[src/rtl/pshst_pkg.sv]
`default_nettype none
package pshst_pkg;

    localparam int TABLE_ENTRIES = 20;
    localparam int IDX_W         = 5;
    localparam int GRAN_SHIFT    = 4;
    localparam int BASE_W        = 32 - GRAN_SHIFT;
    localparam int RATIO_SHIFT   = 10;
    localparam int RATIO_W       = 11;
    localparam int DIVIDEND_W    = 32 + RATIO_SHIFT;
    localparam int DIV_CNT_W     = 6;
    localparam logic [31:0] HIT_INC   = 32'd100;
    localparam logic [31:0] GRAN_BYTES = 32'd16;
    localparam logic [RATIO_W-1:0] RATIO_MAX = 11'd1024;

    localparam logic [1:0] REQ_TICK  = 2'd0;
    localparam logic [1:0] REQ_READ  = 2'd1;
    localparam logic [1:0] REQ_CLEAR = 2'd2;

    localparam logic CFG_PRESCALE = 1'b0;
    localparam logic CFG_IGNORE   = 1'b1;

    typedef struct packed {
        logic [1:0]       req_type;
        logic [31:0]      sample_pc;
        logic [IDX_W-1:0] entry_index;
    } req_t;

    typedef struct packed {
        logic               sampled;
        logic               ignored;
        logic [IDX_W-1:0]   slot;
        logic [31:0]        entry_base;
        logic [31:0]        entry_hits;
        logic [RATIO_W-1:0] entry_ratio;
        logic [31:0]        total_hits;
        logic [31:0]        tick_count;
    } rsp_t;

endpackage
`default_nettype wire

[src/rtl/pc_sample_hot_spot_table_core.sv]
// Sampling profiler with a 20-entry hot-spot table.
// Input words arrive on s_valid/s_ready/s_data: a timer tick with a PC,
// a read of one table entry, or a clear of the table. Every word gives one
// result word on m_valid/m_ready/m_data.
// Configuration is written through cfg_we/cfg_index/cfg_wdata with no wait:
// index 0 is the prescale divisor, index 1 the base of the ignore window.
// Reads, clears, ignored samples and ticks stopped by the prescaler are
// answered straight from the idle state. A profiled sample runs a
// sequencer: a decay step, a table search, an update step, the
// one-bit-per-cycle ratio divider and a bubble-up toward slot 0.
// One word is worked on at a time; s_ready is low while a word is in work
// or while its result waits in the output register for m_ready.
// Reset (aresetn low, synchronous) empties the table, zeroes counters and
// restores the divisor to 10 and the ignore base to 0.
`default_nettype none
module pc_sample_hot_spot_table_core (
    input  wire logic               aclk,
    input  wire logic               aresetn,
    input  wire logic               s_valid,
    output logic                    s_ready,
    input  wire pshst_pkg::req_t    s_data,
    output logic                    m_valid,
    input  wire logic               m_ready,
    output pshst_pkg::rsp_t         m_data,
    input  wire logic               cfg_we,
    input  wire logic               cfg_index,
    input  wire logic [31:0]        cfg_wdata
);
    import pshst_pkg::*;

    typedef enum logic [2:0] {
        ST_IDLE, ST_DECAY, ST_SEARCH, ST_HIT, ST_DIV, ST_BUBBLE
    } state_t;

    state_t state_reg;
    logic [7:0]  div_cfg_reg;
    logic [31:0] ign_reg;
    logic [7:0]  pre_reg;
    logic [31:0] tick_reg;
    logic [IDX_W-1:0] decay_reg;
    logic [31:0] total_reg;

    logic [BASE_W-1:0]  base_mem  [TABLE_ENTRIES];
    logic [31:0]        hits_mem  [TABLE_ENTRIES];
    logic [RATIO_W-1:0] ratio_mem [TABLE_ENTRIES];
    logic [TABLE_ENTRIES-1:0] valid_reg;

    logic [BASE_W-1:0]  key_reg;
    logic [31:0]        cur_hits_reg;
    logic [RATIO_W-1:0] cur_ratio_reg;
    logic [IDX_W-1:0]   pos_reg;
    logic [IDX_W-1:0]   ptr_reg;
    logic [IDX_W-1:0]   free_reg;
    logic               free_ok_reg;
    logic               evict_reg;

    logic    m_valid_reg;
    rsp_t    rsp_reg;

    logic [IDX_W-1:0]   rd_addr;
    logic [IDX_W-1:0]   rd_idx;
    logic [BASE_W-1:0]  rd_base;
    logic [31:0]        rd_hits;
    logic [RATIO_W-1:0] rd_ratio;

    logic [7:0]  pre_inc;
    logic [31:0] pc_off;
    logic [31:0] hits_new;
    logic [31:0] total_new;
    logic        div_done;
    logic [DIVIDEND_W-1:0] quo;
    logic        accept;

    rsp_t        idle_rsp;
    logic [7:0]  pre_next;
    logic        sample_hit;
    logic        profile_go;

    always_comb begin
        unique case (state_reg)
            ST_DECAY:  rd_addr = decay_reg;
            ST_SEARCH: rd_addr = ptr_reg;
            ST_HIT:    rd_addr = pos_reg;
            ST_BUBBLE: rd_addr = pos_reg - 1'b1;
            default:   rd_addr = s_data.entry_index;
        endcase
    end

    assign rd_idx   = (rd_addr < IDX_W'(TABLE_ENTRIES)) ? rd_addr : '0;
    assign rd_base  = valid_reg[rd_idx] ? base_mem[rd_idx]  : '0;
    assign rd_hits  = valid_reg[rd_idx] ? hits_mem[rd_idx]  : '0;
    assign rd_ratio = valid_reg[rd_idx] ? ratio_mem[rd_idx] : '0;

    assign pre_inc   = pre_reg + 8'd1;
    assign pc_off    = s_data.sample_pc - ign_reg;
    assign hits_new  = (evict_reg ? 32'd0 : rd_hits) + HIT_INC;
    assign total_new = total_reg - (evict_reg ? rd_hits : 32'd0) + HIT_INC;
    assign accept    = s_valid && s_ready;
    assign s_ready   = (state_reg == ST_IDLE) && !m_valid_reg;

    always_comb begin
        idle_rsp            = '0;
        idle_rsp.total_hits = total_reg;
        idle_rsp.tick_count = tick_reg;
        pre_next            = pre_reg;
        sample_hit          = 1'b0;
        profile_go          = 1'b0;
        unique case (s_data.req_type)
            REQ_TICK: begin
                pre_next = pre_inc;
                if (pre_inc >= div_cfg_reg) begin
                    pre_next            = '0;
                    sample_hit          = 1'b1;
                    idle_rsp.sampled    = 1'b1;
                    idle_rsp.tick_count = tick_reg + 32'd1;
                    if (pc_off < GRAN_BYTES) begin
                        idle_rsp.ignored = 1'b1;
                    end else begin
                        profile_go = 1'b1;
                    end
                end
            end
            REQ_READ: begin
                idle_rsp.slot = s_data.entry_index;
                if (s_data.entry_index < IDX_W'(TABLE_ENTRIES)) begin
                    idle_rsp.entry_base  = {rd_base, {GRAN_SHIFT{1'b0}}};
                    idle_rsp.entry_hits  = rd_hits;
                    idle_rsp.entry_ratio = rd_ratio;
                end
            end
            REQ_CLEAR: begin
                idle_rsp.total_hits = '0;
            end
            default: ;
        endcase
    end

    pshst_div u_div (
        .aclk     (aclk),
        .aresetn  (aresetn),
        .start    (state_reg == ST_HIT),
        .hits     (hits_new),
        .divisor  (total_new),
        .done     (div_done),
        .quotient (quo)
    );

    always_ff @(posedge aclk) begin
        if (!aresetn) begin
            state_reg   <= ST_IDLE;
            div_cfg_reg <= 8'd10;
            ign_reg     <= '0;
            pre_reg     <= '0;
            tick_reg    <= '0;
            decay_reg   <= '0;
            total_reg   <= '0;
            valid_reg   <= '0;
            m_valid_reg <= 1'b0;
        end else begin
            if (cfg_we) begin
                unique case (cfg_index)
                    CFG_PRESCALE: div_cfg_reg <= cfg_wdata[7:0];
                    CFG_IGNORE:   ign_reg     <= cfg_wdata;
                    default:      ;
                endcase
            end
            if (m_valid_reg && m_ready) begin
                m_valid_reg <= 1'b0;
            end
            unique case (state_reg)
                ST_IDLE: begin
                    if (accept) begin
                        rsp_reg <= idle_rsp;
                        pre_reg <= pre_next;
                        if (sample_hit) begin
                            tick_reg <= tick_reg + 32'd1;
                        end
                        if (profile_go) begin
                            key_reg   <= s_data.sample_pc[31:GRAN_SHIFT];
                            state_reg <= ST_DECAY;
                        end else begin
                            m_valid_reg <= 1'b1;
                        end
                        if (s_data.req_type == REQ_CLEAR) begin
                            valid_reg <= '0;
                            decay_reg <= '0;
                            total_reg <= '0;
                        end
                    end
                end
                ST_DECAY: begin
                    if (rd_hits > 32'd1) begin
                        hits_mem[rd_idx]  <= rd_hits - 32'd1;
                        base_mem[rd_idx]  <= rd_base;
                        ratio_mem[rd_idx] <= rd_ratio;
                        total_reg <= total_reg - 32'd1;
                    end
                    decay_reg   <= (decay_reg == IDX_W'(TABLE_ENTRIES - 1)) ?
                                   '0 : decay_reg + 1'b1;
                    ptr_reg     <= '0;
                    free_ok_reg <= 1'b0;
                    state_reg   <= ST_SEARCH;
                end
                ST_SEARCH: begin
                    if (rd_base == key_reg) begin
                        pos_reg   <= ptr_reg;
                        evict_reg <= 1'b0;
                        state_reg <= ST_HIT;
                    end else begin
                        if (!free_ok_reg && rd_hits == 32'd0) begin
                            free_ok_reg <= 1'b1;
                            free_reg    <= ptr_reg;
                        end
                        ptr_reg <= ptr_reg + 1'b1;
                        if (ptr_reg == IDX_W'(TABLE_ENTRIES - 1)) begin
                            state_reg <= ST_HIT;
                            if (!free_ok_reg && rd_hits != 32'd0) begin
                                pos_reg   <= IDX_W'(TABLE_ENTRIES - 1);
                                evict_reg <= 1'b1;
                            end else begin
                                pos_reg   <= free_ok_reg ? free_reg : ptr_reg;
                                evict_reg <= 1'b0;
                            end
                        end
                    end
                end
                ST_HIT: begin
                    cur_hits_reg <= hits_new;
                    total_reg    <= total_new;
                    state_reg    <= ST_DIV;
                end
                ST_DIV: begin
                    if (div_done) begin
                        cur_ratio_reg <= (quo > DIVIDEND_W'(RATIO_MAX) || total_reg == '0) ?
                                         RATIO_MAX : quo[RATIO_W-1:0];
                        state_reg <= ST_BUBBLE;
                    end
                end
                ST_BUBBLE: begin
                    if (pos_reg != '0 && cur_hits_reg > rd_hits) begin
                        base_mem[pos_reg]  <= rd_base;
                        hits_mem[pos_reg]  <= rd_hits;
                        ratio_mem[pos_reg] <= rd_ratio;
                        valid_reg[pos_reg] <= 1'b1;
                        pos_reg <= pos_reg - 1'b1;
                    end else begin
                        base_mem[pos_reg]  <= key_reg;
                        hits_mem[pos_reg]  <= cur_hits_reg;
                        ratio_mem[pos_reg] <= cur_ratio_reg;
                        valid_reg[pos_reg] <= 1'b1;
                        rsp_reg     <= {1'b1, 1'b0, pos_reg,
                                        {key_reg, {GRAN_SHIFT{1'b0}}},
                                        cur_hits_reg, cur_ratio_reg,
                                        total_reg, rsp_reg.tick_count};
                        m_valid_reg <= 1'b1;
                        state_reg   <= ST_IDLE;
                    end
                end
                default: state_reg <= ST_IDLE;
            endcase
        end
    end

    assign m_valid = m_valid_reg;
    assign m_data  = rsp_reg;
endmodule
`default_nettype wire

[src/rtl/pshst_div.sv]
`default_nettype none
module pshst_div (
    input  wire logic                             aclk,
    input  wire logic                             aresetn,
    input  wire logic                             start,
    input  wire logic [31:0]                      hits,
    input  wire logic [31:0]                      divisor,
    output logic                                  done,
    output logic [pshst_pkg::DIVIDEND_W-1:0]      quotient
);
    import pshst_pkg::*;

    logic [31:0]            rem_reg;
    logic [DIVIDEND_W-1:0]  sh_reg;
    logic [31:0]            div_reg;
    logic [DIV_CNT_W-1:0]   cnt_reg;
    logic                   done_reg;
    logic [32:0]            trial;
    logic                   ge;
    logic [32:0]            diff;

    assign trial = {rem_reg, sh_reg[DIVIDEND_W-1]};
    assign ge    = trial >= {1'b0, div_reg};
    assign diff  = trial - {1'b0, div_reg};

    always_ff @(posedge aclk) begin
        if (!aresetn) begin
            cnt_reg  <= '0;
            done_reg <= 1'b0;
        end else begin
            done_reg <= 1'b0;
            if (start) begin
                rem_reg <= '0;
                sh_reg  <= {hits, {RATIO_SHIFT{1'b0}}};
                div_reg <= divisor;
                cnt_reg <= DIV_CNT_W'(DIVIDEND_W);
            end else if (cnt_reg != '0) begin
                rem_reg <= ge ? diff[31:0] : trial[31:0];
                sh_reg  <= {sh_reg[DIVIDEND_W-2:0], ge};
                cnt_reg <= cnt_reg - 1'b1;
                if (cnt_reg == DIV_CNT_W'(1)) begin
                    done_reg <= 1'b1;
                end
            end
        end
    end

    assign done     = done_reg;
    assign quotient = sh_reg;
endmodule
`default_nettype wire

[config.mk]
export PLATFORM = sky130hd
export DESIGN_NAME = pc_sample_hot_spot_table_core
export DESIGN_NICKNAME = d
export VERILOG_FILES = /design/src/rtl/pshst_pkg.sv /design/src/rtl/pc_sample_hot_spot_table_core.sv /design/src/rtl/pshst_div.sv
export SDC_FILE = /design/constraint.sdc
export NUM_CORES = 2
export LEC_CHECK = 0
export ABC_AREA = 1
export BUFFER_PORTS_ARGS = -buffer_cell sky130_fd_sc_hd__buf_2
export CORE_MARGIN = 3
export CORE_UTILIZATION = 46
export DETAILED_ROUTE_END_ITERATION = 12
export GPL_TIMING_DRIVEN = 1
export SLEW_MARGIN = 10
export SYNTH_ARGS = -nofsm -noshare
export SYNTH_HDL_FRONTEND = slang
export SYNTH_SLANG_ARGS = --single-unit
export TNS_END_PERCENT = 20
[constraint.sdc]
create_clock -name aclk -period 13 [get_ports aclk]
set_clock_uncertainty 0.15 [all_clocks]
set_input_delay 1.3 -clock aclk [delete_from_list [all_inputs] [get_ports aclk]]
set_output_delay 1.3 -clock aclk [all_outputs]
set_load 0.01 [all_outputs]
# Yosys cells after proc, flatten, opt, wreduce, memory -nomap -nowiden
# Memories as Yosys holds them, arrays and structs flattened.
# Index checks and enable logic that the tools add are counted.
# classes
add_sub_neg	13
n_lt_le_gt_ge	11
eq_ne	21
n_mux	94
n_bitwise	9
reduce_logical	48
# op_table
cell	n
32-bit two-way mux	12
146-bit two-way mux	2
146-bit one-hot mux with 2 select lines	1
32-bit one-hot mux with 3 select lines	1
32-bit subtractor	3
28-bit two-way mux	3
42-bit two-way mux	2
80-bit two-way mux	1
75-bit two-way mux	1
5-bit two-way mux	13
32-bit by 7-bit adder with 32-bit output (second input constant)	2
32-bit logical NOT	2
32-bit by 1-bit subtractor with 32-bit output (second input constant)	2
42-bit by 11-bit greater-than comparator with 1-bit output (second input constant)	1
20-bit two-way mux	2
20-bit one-hot mux with 2 select lines	1
33-bit by 32-bit >= comparator with 1-bit output	1
11-bit two-way mux	3
32-bit by 1-bit adder with 32-bit output (second input constant)	1
32-bit by 1-bit greater-than comparator with 1-bit output (second input constant)	1
32-bit greater-than comparator	1
32-bit by 5-bit less-than comparator with 1-bit output (second input constant)	1
1-bit two-way mux	32
32-bit nonzero test	1
other kinds (50)	106
# totals
regBits	488
mem_bits_rw	1420
inputBits	77
out_inout_bits	148
elab_cells	231
memories	3
# memory_table
name	words	word_bits	read_ports	rd_clocked_by_memory_dff	wr	line_no	rtl
hits_mem	20	32	1	0	1	pc_sample_hot_spot_table_core.sv:44	logic [31:0] hits_mem [TABLE_ENTRIES];
base_mem	20	28	1	0	1	pc_sample_hot_spot_table_core.sv:43	logic [BASE_W-1:0] base_mem [TABLE_ENTRIES];
ratio_mem	20	11	1	0	1	pc_sample_hot_spot_table_core.sv:45	logic [RATIO_W-1:0] ratio_mem [TABLE_ENTRIES];

# Depth between registers and ports, before layout
# depth
ltp_word	16
depth_mapped	55
ltp_nobuf	51

# Cells and area by module
# Synthesis repeated with hierarchy kept, for this count alone.
# unflattened
cells_unflattened	8761
area_unflattened_um2	88910.3
# modules_own_cells
module	n_inst	cells_each	area_each_um2	seq_area_each_um2
pc_sample_hot_spot_table_core	1	7755	81385.6	52370.2
pshst_div	1	1006	7524.7	3323.2

# Worst setup path after synthesis
# OpenSTA, ideal clock, no wires.
# synth_timing
path_kind	in2reg
start	in s_data[2] (netlist name)
end	mem base_mem[10][0] (netlist name) (enable)
setup_time_ps	587
arrival_time_ps	9031
required_ps	12263
setup_slack_ps	3232
cell_stages	27
n_path_buf	5
cell_sequence	nor2_1 -> o21bai_2 -> nand2_2 -> nand2_4 -> nand2_2 -> buf_6 -> buf_6 -> buf_2 -> buf_4 -> buf_2 -> nand2_1 -> a31oi_1 -> o21ai_0 -> nand3_1 -> nand3_1 -> a21oi_2 -> inv_1 -> ha_1 -> inv_1 -> nor2_2 -> nand2_2 -> nor2_4 -> nand2_2 -> nand2_2 -> nand2_1 -> nand2_1 -> nor3_1
# synth_between
elab_chain_cells	15
word_cells_on_any_way	26
cone_classes	order compare: 3; mux: 19; bitwise: 1; reduce/logical: 2; memory: 1
# synth_lines
element	line_no	rtl
from (decl)	pc_sample_hot_spot_table_core.sv:21	input wire pshst_pkg::req_t s_data,
5-bit one-hot mux with 4 select lines (*)	pc_sample_hot_spot_table_core.sv:80	unique case (state_reg)
5-bit less-than comparator	pc_sample_hot_spot_table_core.sv:89	assign rd_idx = (rd_addr < IDX_W'(TABLE_ENTRIES)) ? rd_addr : '0;
5-bit two-way mux (*)	pc_sample_hot_spot_table_core.sv:89	
1-bit binary-select mux with 5-bit select	pc_sample_hot_spot_table_core.sv:91	assign rd_hits = valid_reg[rd_idx] ? hits_mem[rd_idx] : '0;
1-bit two-way mux (implied by the code)	pc_sample_hot_spot_table_core.sv:91	
32-bit two-way mux	pc_sample_hot_spot_table_core.sv:91	
32-bit greater-than comparator	pc_sample_hot_spot_table_core.sv:240	if (pos_reg != '0 && cur_hits_reg > rd_hits) begin
1-bit logical AND	pc_sample_hot_spot_table_core.sv:240	
1-bit two-way mux	pc_sample_hot_spot_table_core.sv:240	
1-bit two-way mux	pc_sample_hot_spot_table_core.sv:170	unique case (state_reg)
1-bit two-way mux	pc_sample_hot_spot_table_core.sv:149	if (!aresetn) begin
1-bit two-way mux, on equally long branches	pc_sample_hot_spot_table_core.sv:241, pc_sample_hot_spot_table_core.sv:247	
1-bit bitwise OR (no line)	-	
28-bit OR reduction (no line)	-	
5-bit two-way mux (no line) / 1-bit two-way mux (equally long branches)	-	
to (decl)	pc_sample_hot_spot_table_core.sv:43	
# Every way passes the cells marked *; elsewhere a longest branch is shown, timed or not. The select of a mux whose other input is x is not followed.

# Worst setup path in the final report
# layout_timing
start	reg state_reg[2]
end	mem base_mem[19][12] (netlist name), data pin
# layout_between
elab_chain_cells	16
word_cells_on_any_way	27
cone_classes	order compare: 2; eq/ne: 4; mux: 16; bitwise: 1; reduce/logical: 2; memory: 2
# layout_lines
element	line_no	rtl
from (decl)	pc_sample_hot_spot_table_core.sv:35	state_t state_reg;
from (signal assigned)	pc_sample_hot_spot_table_core.sv:150	state_reg <= ST_IDLE;
from (signal assigned)	pc_sample_hot_spot_table_core.sv:180	state_reg <= ST_DECAY;
from (signal assigned)	pc_sample_hot_spot_table_core.sv:202	state_reg <= ST_SEARCH;
3-bit == test, or another cell as far along	pc_sample_hot_spot_table_core.sv:80, pc_sample_hot_spot_table_core.sv:170	
5-bit one-hot mux with 4 select lines	pc_sample_hot_spot_table_core.sv:80	
5-bit less-than comparator	pc_sample_hot_spot_table_core.sv:89	
5-bit two-way mux	pc_sample_hot_spot_table_core.sv:89	
1-bit binary-select mux with 5-bit select	pc_sample_hot_spot_table_core.sv:90, pc_sample_hot_spot_table_core.sv:91	
1-bit two-way mux (implied by the code)	pc_sample_hot_spot_table_core.sv:90, pc_sample_hot_spot_table_core.sv:91	
32-bit two-way mux	pc_sample_hot_spot_table_core.sv:91	
32-bit greater-than comparator	pc_sample_hot_spot_table_core.sv:240	
1-bit logical AND	pc_sample_hot_spot_table_core.sv:240	
1-bit two-way mux	pc_sample_hot_spot_table_core.sv:240	
1-bit two-way mux	pc_sample_hot_spot_table_core.sv:170	
1-bit two-way mux	pc_sample_hot_spot_table_core.sv:149	
1-bit two-way mux, on equally long branches	pc_sample_hot_spot_table_core.sv:241, pc_sample_hot_spot_table_core.sv:247	
1-bit bitwise OR (no line)	-	
28-bit OR reduction (no line)	-	
28-bit two-way mux (no line) (*)	-	
# Marked as above.

==> run summary <==
Via density - 5.755
final WL - 271.0 mm
largest buffer count on any clock path - 3
#FFs+latches synth - 1,904
Cell Count, Final, Fillers Out - 11,150
Clock Tree Root - clkbuf_16
Worst Path Arrival - 9910 ps
DR DRC count - 0
gpl congestion - 0.9541
Max stage delay on crit path - 1010 ps
Final Net Count - 8,729
routed length per instance - 24.30 um
Largest Register - hits_mem
setup TNS - 0 ps
grt total ovfl - 0
leakage power - 36.34 nW
setup repair after global routing missed its margin - no
Die Wd - 441.8 um
VDD IR-drop max - 0.0001823 V
CP dominant cell by count - nand2_1
htree depth - 4
multi-input logic area - 0.02785 mm^2
Reg clk slew, reported paths - 60 ps
Final Critical Period - 9587 ps
placed instance count - 10,770
layout cells sized above 1 - 0.09191
final period utilization - 0.7375
Avg Cell Area, Syn - 10.40 um^2
Max Cap Violations - 0
CTS buffer count - 200
ys flop type - edfxtp_1
post-CTS sizing - 0
Worst Path Max Fanout - 191
Seq/Total Area, Yosys - 0.6376
Startpoint Class - flop
Post-synth EDFFs - 1,756
buffers added on ports - 220
status - finished clean
# setup viols final - 0
FMAX - 104.3 MHz
Die Ht - 441.8 um
Starting Density - 0.4641
Total GRT Usage - 0.2718
Syn Inst Count - 8,397
Combinational Power Share - 0.319
count leader, synth - nand2_1
vias in the first global route - 61,240
initial drt markers - 6,638
ANT nets after route - 0
Psw - 7.328 mW
Skew-Pair Late Insertion Delay - 860 ps
CP endpoint kind - flop
Final Hold Fails - 0
filler cell count - 16,830
Clock Sinks - 1,904
initial antenna violation count - 11
Largest regs - hits_mem: 640 flops, base_mem: 560 flops, ratio_mem: 220 flops
Final Max Slew Viols - 0
Int Pwr - 12.91 mW
Clk network pwr share - 0.277
number of setup buffers added after CTS - 0
ys async rst share - 0
Worst Hold Class - reg -> reg
Net Sw Frac - 0.3620
Crit path buffers/inverters - 7
Seq pwr share - 0.404
Yosys cell types - 66
CTS tree - done
Synth Cell Area - 0.08735 mm^2
pin count of the biggest net entering global routing - 213
dominant cells by area after synthesis - edfxtp_1 (60%), nand2_1 (9.4%), nand3_1 (6.6%), dfxtp_1 (3.4%), a21oi_1 (2.8%)
die footprint - 0.1951 mm^2
hold-fix buffer count after cts - 0
post-synth top area share - 0.6037
DRT Pass-1 Iters - 8
first-pass GRT wire length - 399.3 mm
Synth area leader - edfxtp_1
Slew HR - 0.1228
io pins - 225
Critical Path RT - 13,330 ps
Core Area - 0.1882 mm^2
Syn. warnings - 0
max reg flops - 640
vias - 64,180
CP delay by family, top - simple AND/OR/NAND/NOR gates
DP HPWL - 155.4 mm
Register Area - 0.05569 mm^2
Crit-path slowest cell - a21oi_1
Worst-Margin Slew - 1316 ps
Syn-to-layout area delta - 11.21%
PwrDens - 208.4 mW/mm^2
synth cell count leaders - nand2_1 (2,198), edfxtp_1 (1,756), nand3_1 (1,157)
Rows - 159
crit path kind - reg -> reg
-- power by group through the flow --
stage / clock network, mW / registers [mW] / logic [mW]
final: 5.61 / 8.19 / 6.45
after floorplan: 0 / 8.29 / 4.41
after detailed placement: 0 / 8.32 / 6.34
after global routing: 5.94 / 8.21 / 7.12
after global placement: 0 / 8.32 / 6.25
after CTS: 5.69 / 8.20 / 6.37
-- stage by stage --
step / hold WS [ps] / area [um^2] / power (mW) / setup WS, ps / util
2_1_floorplan: 280.1 / 87360 / 12.70 / 3232 / -
3_3_place_gp: 298.7 / 90570 / 14.56 / 3659 / 0.4813
3_5_place_dp: 297.7 / 90580 / 14.66 / 3570 / 0.4813
4_1_cts: 306.9 / 97010 / 20.25 / 3536 / 0.5155
5_1_grt: 313.0 / 97130 / 21.27 / 2760 / 0.5161
6_report: 304.7 / 97140 / 20.24 / 3413 / 0.5162
-- worst paths after layout --
path                             startpoint                         end  slack (ps)  cells after the start
setup / recovery  state_reg[2]$_SDFFE_PN0P_  base_mem[19][12]$_DFFE_PP_        3410                     30
setup reg to reg  state_reg[2]$_SDFFE_PN0P_  base_mem[19][12]$_DFFE_PP_        3410                     30
hold reg to reg   valid_reg[0]$_SDFFE_PN0P_   valid_reg[0]$_SDFFE_PN0P_         300                      2
hold / removal    valid_reg[0]$_SDFFE_PN0P_   valid_reg[0]$_SDFFE_PN0P_         300                      2
-- worst min-delay path, stage by stage (launching register included) --
cell and delay [ps]:
dfxtp_1 310, inv_1 50, a21oi_1 50
-- cells in the final DEF (no fill, tap or decap), drive strengths merged, types with 7 or more instances in the layout --
cell      count
clkbuf      271
inv         516
o22ai        95
or2          13
o211ai       47
a21oi       496
clkinvlp      8
clkinv       87
nand2      2259
a221o        11
nor3         61
buf         313
a21o         10
a211oi       18
o21bai       14
o21a          7
nand3b       11
dfxtp       148
a221oi        7
o22a          7
xor2        109
nor4         21
o31ai        13
o221ai        9
xnor2        36
nand3      1161
edfxtp     1756
o21ai       324
a31oi        58
nor2        491
ha          176
bufinv       12
nand4        43
-- logic make-up after synthesis --
family / count (synthesis) / share of synthesized area
compound gates: 1138 / 0.07373
xor+xnor: 145 / 0.01454
fa+ha+maj: 178 / 0.02567
buf+inv: 957 / 0.04845
flops: 1904 / 0.6376
other cells: 1 / 0.00004293
simple gates: 4074 / 0.1999
-- per-layer routing --
metal / share of wire / global-route usage / wire length, um / up-vias
met4: 0.044 / 0.1170 / 12010 / 4
li1: - / - / - / 29520
met5: 0.000052 / 0 / 14 / -
met3: 0.080 / 0.04436 / 21750 / 521
met2: 0.47 / 0.4425 / 127800 / 2754
met1: 0.40 / 0.3614 / 109400 / 31370
-- area by class of cell --
| cell class | count | area share |
|---|---|---|
| inverter | 516 | 0.02030 |
| multi-input combinational | 5539 | 0.2867 |
| clock inverter | 107 | 0.01039 |
| antenna | 6 | 0.0001546 |
| tap | 2495 | 0.03214 |
| sequential | 1904 | 0.5733 |
| timing repair buffer | 313 | 0.02112 |
| clock buffer | 271 | 0.05586 |
Note: power is estimated with default switching activity, not from simulation.
